`src/hw/rtl/hpse_pkg.sv`:
```
// shared constants and types for the hall period speed estimator
package hpse_pkg;

  localparam int AGE_W    = 16;
  localparam int PERIOD_W = 16;
  localparam int SPEED_W  = 17;
  localparam int DATA_W   = 32;
  localparam int PADDR_W  = 3;

  localparam logic [SPEED_W-1:0] SPEED_MAX     = {SPEED_W{1'b1}};
  localparam logic [AGE_W-1:0]   TIMEOUT_RESET = 16'd800;
  localparam logic [AGE_W-1:0]   AGE_RESET     = 16'hFFFF;

  // register word index, taken from paddr above the byte offset
  localparam logic REG_TIMEOUT = 1'b0;

  typedef struct packed {
    logic busy;
    logic done;
  } div_status_t;

endpackage

```
`src/hw/rtl/hpse_divider.sv`:
```
// bit-serial restoring divider with saturation of the quotient to the speed width
module hpse_divider import hpse_pkg::*; #(
  parameter int NUM_W = 24,
  parameter int DEN_W = 23
) (
  input  logic               clk,
  input  logic               rst_n,
  input  logic               start,
  input  logic [NUM_W-1:0]   num,
  input  logic [DEN_W-1:0]   den,
  output div_status_t        status,
  output logic [SPEED_W-1:0] quot
);

  localparam int CNT_W = $clog2(NUM_W + 1);

  logic [NUM_W-1:0] q_r;
  logic [DEN_W-1:0] rem_r;
  logic [DEN_W-1:0] den_r;
  logic [CNT_W-1:0] cnt_r;
  logic             busy_r;
  logic             done_r;

  logic [DEN_W:0]   trial;
  logic [DEN_W:0]   diff;
  logic             ge;
  logic [DEN_W-1:0] rem_nxt;
  logic             sat;

  // shift in the next numerator bit, subtract when it fits
  assign trial   = {rem_r, q_r[NUM_W-1]};
  assign diff    = trial - {1'b0, den_r};
  assign ge      = trial >= {1'b0, den_r};
  assign rem_nxt = ge ? diff[DEN_W-1:0] : trial[DEN_W-1:0];

  always_ff @(posedge clk) begin
    if (!rst_n) begin
      busy_r <= 1'b0;
      done_r <= 1'b0;
      cnt_r  <= '0;
    end else begin
      done_r <= 1'b0;
      if (start) begin
        busy_r <= 1'b1;
        cnt_r  <= CNT_W'(NUM_W);
      end else if (busy_r) begin
        cnt_r <= cnt_r - 1'b1;
        if (cnt_r == CNT_W'(1)) begin
          busy_r <= 1'b0;
          done_r <= 1'b1;
        end
      end
    end
  end

  always_ff @(posedge clk) begin
    if (start) begin
      q_r   <= num;
      den_r <= den;
      rem_r <= '0;
    end else if (busy_r) begin
      q_r   <= {q_r[NUM_W-2:0], ge};
      rem_r <= rem_nxt;
    end
  end

  assign sat         = |q_r[NUM_W-1:SPEED_W];
  assign quot        = sat ? SPEED_MAX : q_r[SPEED_W-1:0];
  assign status.busy = busy_r;
  assign status.done = done_r;

endmodule

```
`src/hw/rtl/hall_period_speed_estimator_core.sv`:
```
// top level of the hall period speed estimator: edge tracking, period ring and output stage
//
// One beat per control tick. The block tracks the Hall edge age against timeout_ticks,
// pushes each new nonzero period into a ring of RING_DEPTH entries with a running sum,
// and reports speed = floor(TIMER_RATE_HZ * fill / (6 * sum)), saturated to 17 bits.
// A tick that pushes no period loads its result straight into the output register.
// A tick that pushes a period passes the start, divide and flush states; NUM_W, the
// bit width of TIMER_RATE_HZ * RING_DEPTH, at least 18, sizes the bit-serial divider,
// which produces one quotient bit per cycle. The input stalls while that division
// runs. A new beat is taken while the previous result waits only if that result is
// taken in the same cycle. timeout_ticks sits at byte address 0 of the register port.
module hall_period_speed_estimator_core import hpse_pkg::*; #(
  parameter int RING_DEPTH    = 12,
  parameter int TIMER_RATE_HZ = 500000
) (
  input  logic                clk,
  input  logic                rst_n,

  input  logic                in_valid,
  output logic                in_stall,
  input  logic                in_clear,
  input  logic [AGE_W-1:0]    in_edge_age,
  input  logic [PERIOD_W-1:0] in_period_ticks,

  output logic                out_valid,
  input  logic                out_stall,
  output logic [SPEED_W-1:0]  out_speed_erps,
  output logic                out_signal_valid,

  input  logic                psel,
  input  logic                penable,
  input  logic                pwrite,
  input  logic [PADDR_W-1:0]  paddr,
  input  logic [DATA_W-1:0]   pwdata,
  output logic [DATA_W-1:0]   prdata,
  output logic                pready
);

  localparam int SUM_W     = $clog2(RING_DEPTH * 65535 + 1);
  localparam int DEN_W     = SUM_W + 3;
  localparam int FILL_W    = $clog2(RING_DEPTH + 1);
  localparam int SLOT_W    = (RING_DEPTH > 1) ? $clog2(RING_DEPTH) : 1;
  localparam int NUM_RAW_W = $clog2(TIMER_RATE_HZ * RING_DEPTH + 1);
  localparam int NUM_W     = (NUM_RAW_W > SPEED_W + 1) ? NUM_RAW_W : SPEED_W + 1;

  localparam logic [1:0] ST_IDLE  = 2'd0;
  localparam logic [1:0] ST_START = 2'd1;
  localparam logic [1:0] ST_DIV   = 2'd2;
  localparam logic [1:0] ST_FLUSH = 2'd3;

  logic [1:0]          state_r, state_nxt;
  logic [AGE_W-1:0]    timeout_r;
  logic [PERIOD_W-1:0] ring_r [RING_DEPTH];
  logic [SUM_W-1:0]    sum_r, sum_nxt;
  logic [SLOT_W-1:0]   slot_r, slot_nxt;
  logic [FILL_W-1:0]   fill_r, fill_nxt;
  logic                skip_r, skip_nxt;
  logic                latched_r, latched_nxt;
  logic [AGE_W-1:0]    prev_r, prev_nxt;
  logic [SPEED_W-1:0]  speed_r, speed_nxt;

  logic                out_valid_r;
  logic [SPEED_W-1:0]  out_speed_r;
  logic                out_sig_r;

  logic                accept;
  logic                out_free;
  logic                tick_valid;
  logic                edge_seen;
  logic                push;
  logic                ring_full;
  logic                out_load;
  logic [SPEED_W-1:0]  out_speed_nxt;
  logic                out_sig_nxt;

  logic                div_start;
  logic [NUM_W-1:0]    div_num;
  logic [DEN_W-1:0]    div_den;
  div_status_t         div_status;
  logic [SPEED_W-1:0]  div_quot;

  logic                cfg_write;

  assign out_free   = !out_valid_r || !out_stall;
  assign in_stall   = (state_r != ST_IDLE) || !out_free;
  assign accept     = in_valid && !in_stall;
  assign tick_valid = in_edge_age <= timeout_r;
  assign edge_seen  = tick_valid && (in_edge_age < prev_r);
  assign ring_full  = fill_r == FILL_W'(RING_DEPTH);

  always_comb begin
    state_nxt     = state_r;
    sum_nxt       = sum_r;
    slot_nxt      = slot_r;
    fill_nxt      = fill_r;
    skip_nxt      = skip_r;
    latched_nxt   = latched_r;
    prev_nxt      = prev_r;
    speed_nxt     = speed_r;
    push          = 1'b0;
    out_load      = 1'b0;
    out_speed_nxt = '0;
    out_sig_nxt   = 1'b0;
    div_start     = 1'b0;

    unique case (state_r)
      ST_IDLE: begin
        if (accept) begin
          if (in_clear) begin
            sum_nxt     = '0;
            slot_nxt    = '0;
            fill_nxt    = '0;
            skip_nxt    = 1'b1;
            latched_nxt = 1'b0;
            prev_nxt    = AGE_RESET;
            speed_nxt   = '0;
            out_load    = 1'b1;
          end else begin
            // first dead tick empties the ring and arms the edge skip
            if (!tick_valid && !latched_r) begin
              sum_nxt     = '0;
              slot_nxt    = '0;
              fill_nxt    = '0;
              skip_nxt    = 1'b1;
              latched_nxt = 1'b1;
            end
            if (edge_seen) begin
              latched_nxt = 1'b0;
              if (skip_r) begin
                skip_nxt = 1'b0;
              end else if (in_period_ticks != '0) begin
                push = 1'b1;
              end
            end
            prev_nxt = in_edge_age;
            if (!tick_valid) begin
              speed_nxt = '0;
            end
            if (push) begin
              // oldest entry leaves the sum once the ring is full
              sum_nxt = sum_r - (ring_full ? SUM_W'(ring_r[slot_r]) : '0)
                        + SUM_W'(in_period_ticks);
              fill_nxt = ring_full ? fill_r : fill_r + 1'b1;
              slot_nxt = (slot_r == SLOT_W'(RING_DEPTH - 1)) ? '0 : slot_r + 1'b1;
              state_nxt = ST_START;
            end else begin
              out_load      = 1'b1;
              out_speed_nxt = speed_nxt;
              out_sig_nxt   = tick_valid;
            end
          end
        end
      end
      ST_START: begin
        div_start = 1'b1;
        state_nxt = ST_DIV;
      end
      ST_DIV: begin
        if (div_status.done) begin
          speed_nxt = div_quot;
          state_nxt = ST_FLUSH;
        end
      end
      ST_FLUSH: begin
        if (out_free) begin
          out_load      = 1'b1;
          out_speed_nxt = speed_r;
          out_sig_nxt   = 1'b1;
          state_nxt     = ST_IDLE;
        end
      end
      default: state_nxt = ST_IDLE;
    endcase
  end

  always_ff @(posedge clk) begin
    if (!rst_n) begin
      state_r     <= ST_IDLE;
      sum_r       <= '0;
      slot_r      <= '0;
      fill_r      <= '0;
      skip_r      <= 1'b1;
      latched_r   <= 1'b0;
      prev_r      <= AGE_RESET;
      speed_r     <= '0;
      out_valid_r <= 1'b0;
    end else begin
      state_r   <= state_nxt;
      sum_r     <= sum_nxt;
      slot_r    <= slot_nxt;
      fill_r    <= fill_nxt;
      skip_r    <= skip_nxt;
      latched_r <= latched_nxt;
      prev_r    <= prev_nxt;
      speed_r   <= speed_nxt;
      if (out_load) begin
        out_valid_r <= 1'b1;
      end else if (!out_stall) begin
        out_valid_r <= 1'b0;
      end
    end
  end

  always_ff @(posedge clk) begin
    if (out_load) begin
      out_speed_r <= out_speed_nxt;
      out_sig_r   <= out_sig_nxt;
    end
    if (push) begin
      ring_r[slot_r] <= in_period_ticks;
    end
  end

  // operands for the divider, taken from the ring state left by the push
  assign div_num = NUM_W'(TIMER_RATE_HZ) * NUM_W'(fill_r);
  assign div_den = DEN_W'({sum_r, 2'b00}) + DEN_W'({sum_r, 1'b0});

  hpse_divider #(
    .NUM_W(NUM_W),
    .DEN_W(DEN_W)
  ) u_divider (
    .clk    (clk),
    .rst_n  (rst_n),
    .start  (div_start),
    .num    (div_num),
    .den    (div_den),
    .status (div_status),
    .quot   (div_quot)
  );

  // register port
  assign cfg_write = psel && penable && pwrite;
  assign pready    = 1'b1;

  always_ff @(posedge clk) begin
    if (!rst_n) begin
      timeout_r <= TIMEOUT_RESET;
    end else if (cfg_write && (paddr[2] == REG_TIMEOUT)) begin
      timeout_r <= pwdata[AGE_W-1:0];
    end
  end

  always_comb begin
    unique case (paddr[2])
      REG_TIMEOUT: prdata = DATA_W'(timeout_r);
      default:     prdata = '0;
    endcase
  end

  assign out_valid        = out_valid_r;
  assign out_speed_erps   = out_speed_r;
  assign out_signal_valid = out_sig_r;

`ifndef NO_ASSERTIONS
  a_fill_bound: assert property (@(posedge clk) disable iff (!rst_n)
    fill_r <= FILL_W'(RING_DEPTH))
    else $error("ring fill count above depth");

  a_empty_sum: assert property (@(posedge clk) disable iff (!rst_n)
    (fill_r == '0) |-> (sum_r == '0 && slot_r == '0))
    else $error("empty ring with nonzero sum or slot");

  a_dead_speed: assert property (@(posedge clk) disable iff (!rst_n)
    (out_valid && !out_signal_valid) |-> (out_speed_erps == '0))
    else $error("nonzero speed on a dead hall signal");

  a_div_running: assert property (@(posedge clk) disable iff (!rst_n)
    (state_r == ST_DIV) |-> (div_status.busy || div_status.done))
    else $error("waiting on an idle divider");
`endif

endmodule

```
`config.mk`:
```
export PLATFORM = sky130hd
export DESIGN_NAME = hall_period_speed_estimator_core
export DESIGN_NICKNAME = d
export VERILOG_FILES = /design/src/hw/rtl/hpse_pkg.sv /design/src/hw/rtl/hpse_divider.sv /design/src/hw/rtl/hall_period_speed_estimator_core.sv
export SDC_FILE = /design/constraint.sdc
export NUM_CORES = 1
export LEC_CHECK = 0
export ABC_CLOCK_PERIOD_IN_PS = 5500
export BUFFER_PORTS_ARGS = -buffer_cell sky130_fd_sc_hd__buf_4
export CORE_ASPECT_RATIO = 0.5
export CORE_MARGIN = 3
export CORE_UTILIZATION = 25
export CTS_BUF_LIST = sky130_fd_sc_hd__clkbuf_8
export DETAILED_ROUTE_END_ITERATION = 8
export PLACE_DENSITY = 0.42
export SLEW_MARGIN = 20
export SYNTH_ARGS = -nofsm -noshare
export SYNTH_HDL_FRONTEND = slang
export SYNTH_HIERARCHICAL = 1
export SYNTH_SLANG_ARGS = --single-unit
```
`constraint.sdc`:
```
create_clock -name clk -period 5.5 [get_ports clk]
set_input_delay 0.275 -clock clk [delete_from_list [all_inputs] [get_ports clk]]
set_output_delay 0.275 -clock clk [all_outputs]
set_load 0.01 [all_outputs]
```
Word-level counts from Yosys, hierarchy flattened
Memory sizes are Yosys's and may differ from the RTL's. A register that Yosys moved wholly into a read port is not among the register bits.
Index checks and enable logic that the tools add are counted.
- register bits after elaboration: 176
- RAM bits: 192
- bits of input ports: 75
- output and inout port bits: 53
- memories: 1
- memory list (memory ; words ; bits a word ; read ports ; clocked after memory_dff ; write ports ; RTL line ; source):
    ring_r ; 12 ; 16 ; 1 ; 1 ; 1 ; hall_period_speed_estimator_core.sv:53 ; logic [PERIOD_W-1:0] ring_r [RING_DEPTH];
- add/sub/neg operators: 7
- multiply operators: 1
- order comparisons: 3
- eq/ne operators: 13
- multiplexer cells: 71
- bitwise gates (word level): 3
- reduce and logical (&&, ||, !) cells: 30
- operators by type and width (cell ; count):
    $mux W17 ; 9
    $mux W23 ; 3
    $pmux W17 S2 ; 2
    $mux W20 ; 3
    $mux W16 ; 3
    $mux W4 ; 9
    $mux W1 ; 32
    $ge A24 B23 Y1 ; 1
    $add A22 B21 Y23 ; 1
    $sub A23 B23 Y23 ; 1
    $add A20 B16 Y20 ; 1
    $sub A20 B16 Y20 ; 1
    $mul A14 B4 Y18 const A ; 1
    $le A16 B16 Y1 ; 1
    $lt A16 B16 Y1 ; 1
    $reduce_bool A16 Y1 ; 1
    $mux W2 ; 5
    $mux W5 ; 2
    $reduce_and A3 Y1 ; 3
    $add A4 B1 Y4 const B ; 2
    $eq A4 B4 Y1 const B ; 2
    $pmux W2 S4 ; 1
    $logic_and A1 B1 Y1 ; 6
    $logic_not A1 Y1 ; 6
    other kinds (19) ; 31

Depth between registers and ports, before layout
- word-level depth: 13
- gate-level depth with buffers: 19
- gate-level depth less buffers: 18

Cells and area by module
The synthesis kept the hierarchy.
- by module, submodules not included (module ; instances ; cells an instance ; area an instance (µm²)):
    hall_period_speed_estimator_core ; 1 ; 1240 ; 15034.4
    hpse_divider ; 1 ; 440 ; 4398.0

Least setup slack after synthesis
OpenSTA, ideal clock, no wires.
- kind: reg-to-reg
- from: register with a tool-made name
- to: register sum_r[19]
- data arrival time: 4217 ps
- data required time: 5380 ps
- setup slack: 1164 ps
- cell stages (with the launch flop): 16
- path buffers: 2
- cells stage by stage: dfxtp_1 > buf_2 > buf_1 > mux4_2 > a21oi_1 > nor2_1 > fa_1 > inv_1 > ha_1 > or3_1 > o21a_1 > a221o_1 > a211o_1 > a31oi_1 > xnor2_1 > o21ai_1
- RTL lines (item ; RTL line ; source):
    end signal, assigned ; hall_period_speed_estimator_core.sv:189 ; sum_r <= sum_nxt;
    end, declared ; hall_period_speed_estimator_core.sv:54 ; logic [SUM_W-1:0] sum_r, sum_nxt;

==> summary.txt <==
Status
  • Status: complete, no violations

Routing
  • Routed length per instance: around 16 um
  • Vias per cell: between 4 and 5
  • Initial DRC count: 575
  • DR DRC count: 0
  • Post-route ant nets: 0
  • Wire length on met1: 23,360 um
  • Routed met2 length: ~21,000 um
  • Vias: 12,679
  • Post-Route WL: 46,320 um
  • Met3 routed wirelength: 1402 um
  • DRT Pass-1 Iters: 5
  • Top layer in use: met4

Power
  • Pwr/cell area: roughly 280 nW/um^2
  • Pleak: 8.977 nW
  • Worst vdd ir: approximately 0.19 mV

Placed design
  • Placement Setup Slack: 0.7839 ns
  • Number of I/O port buffers: 92
  • Hpwl dp: 31,210 um
  • GPL Wtd Cong: 0.7581

Global routing
  • Initial antenna violation count: 1
  • First-pass GRT wire length: 73,870 um
  • Largest net degree at the start of global routing: 47
  • Total gr overflow: 0
  • Gr usage total: 0.1137
  • Number of global-route vias before repair: roughly 13,000

Clock tree
  • Max clock buf depth: 3
  • H-tree Lvls: 2
  • Setup Buffers After CTS: 0
  • Post-cts sizing count: 0
  • CTS tree: yes
  • Clock transition at the registers of the reported paths: 0.07 ns
  • Later-pin clock latency in the skew report: ~0.66 ns
  • Clock Sinks: approximately 370
  • TritonCTS buffer count: 59
  • CTS Root Cell: clkbuf_8

Critical path
  • Required @ worst endpoint: 6.02 ns
  • Critical path's slowest cell: dfxtp_4
  • Worst Setup Start Kind: flop
  • CP Buf/Inv Count: 1
  • Crit path DAT: just over 5 ns
  • Critical Path End Type: flop
  • Family with the most delay on the worst path: compound AO/OA/AOI/OAI gates
  • Most frequent CP cell: nor2_1
  • Crit path cell chain: mux4_2, mux2i_1, nor2_1, a21oi_1, nor2_1, fa_1, inv_1, ha_1, or3_1, o21a_1, a221o_1, a211o_1, a31oi_1, xnor2_1, o21ai_1
  • CP max FO: 26
  • Crit Path Class: flop to flop
  • CP max stage delay: 0.69 ns
  • Critical path depth in cells: 15
  • Worst r2r path cells: 15

Final layout
  • Share of layout cells above drive strength 1: 0.1623
  • Most frequent cells in the layout: edfxtp_1 (256), inv_1 (186), nor2_1 (123), ha_1 (123), buf_4 (119)
  • Area grow syn2layout: 18.62%
  • Multi-input logic area: 8474 sq um
  • Commonest non-fill, non-tap cell in the layout: edfxtp_1
  • Nets: between 2,000 and 2,500
  • Filler cells: 7,881
  • Area occupied by registers: 10,010 sq um

Synthesis
  • Syn Inst Count: 1,679
  • Synthesized area per cell: roughly 12 sq um
  • Mapped Area: just under 20,000 sq um
  • Synth warn: 6

STA
  • RSZ-0062 raised after global routing: false
  • Post-route setup slack: 0.8257 ns
  • Final setup TNS: 0 ns
  • Hold_ws: 0.1536 ns
  • Least-Margin Pin Slew: 0.9998 ns
  • Clock Skew: 0.03003 ns
  • Worst rel slew slack: 0.3303
  • Max Fclk: 0.2139 GHz
  • Final setup vio count: 0
  • Final hold violation count: 0
  • Final slew viol count: 0
  • Final period util: 0.8499
  • Crit path time final: 4.674 ns

Worst hold path
  • Hold Path Class: input pin to flop
  • Hold depth: 3
  • Hold_sp: in_clear

Die
  • Die width: 400.2 um
  • Die height: 203.1 um
  • CORE AREA: 76,040 sq um
  • Ports: 128
  • Std-Cell Rows: 71
  • Die area: 81,280 sq um
  • Starting density of the core: 0.2554

Run
  • MaxCap Viol Count: 0
-- sequential cells by signal, summed over array words and instances (netlist names), named ones only --
signal            flops
ring_r              192
u_divider/den_r      23
u_divider/q_r        23
u_divider/rem_r      23
sum_r                20
out_speed_erps       17
speed_r              17
prev_r               16
timeout_r            16
u_divider/cnt_r       5
fill_r                4
slot_r                4
state_r               2
latched_r             1
out_signal_valid      1
out_valid             1
skip_r                1
u_divider/busy_r      1
u_divider/done_r      1
-- area by class of cell --
cell class	count	area share
inverter	167	0.02720
multi-input combinational	1083	0.3678
antenna	1	0.0001086
sequential	372	0.4346
tap	1022	0.05550
timing repair buffer	183	0.06701
clock buffer	61	0.03644
clock inverter	50	0.01135
-- per-layer routing --
layer | GRT usage | up-vias
met2 | 0.1807 | 135
met3 | 0.02030 | 63
li1 | - | 6409
met1 | 0.1598 | 6072
met5 | 0 | -
met4 | 0.02962 | 0
-- power by group --
part	leakage [nW]	internal (W)	switching (W)
registers	3.25	0.00309	0.0000871
logic	5.09	0.000467	0.000608
clock network	0.643	0.00112	0.00114
total	8.98	0.00468	0.00184
-- repair_timing --
action | 4_1_cts | 5_1_grt
hold buffers | 63 | 0
endpoints found under the hold margin | 227 | 0
setup endpoints to repair | 0 | 0
-- stage by stage --
| step | total power, W | std cells | area [sq um] | util |
|---|---|---|---|---|
| after global placement | 0.004280 | 2764 | 21300 | 0.2801 |
| after global routing | 0.006933 | 2939 | 23040 | 0.3030 |
| after floorplan | 0.004020 | 1700 | 19500 | - |
| final | 0.006518 | 2939 | 23040 | 0.3030 |
| after CTS | 0.006648 | 2938 | 23030 | 0.3029 |
| after detailed placement | 0.004284 | 2764 | 21300 | 0.2801 |
-- worst paths after layout --
path                                      to  slack (ns)
setup / recovery      sum_r[19]$_SDFFE_PN0P_        0.83
setup reg to reg      sum_r[19]$_SDFFE_PN0P_        0.83
hold reg to reg   timeout_r[11]$_SDFFE_PN0P_        0.45
hold / removal        prev_r[9]$_SDFFE_PN1P_        0.15
-- worst min-delay path: stages --
cell     delay (ns)
buf_4          0.26
nor3_1         0.09
o21ai_0        0.12
(Power assumes the default switching activity.)
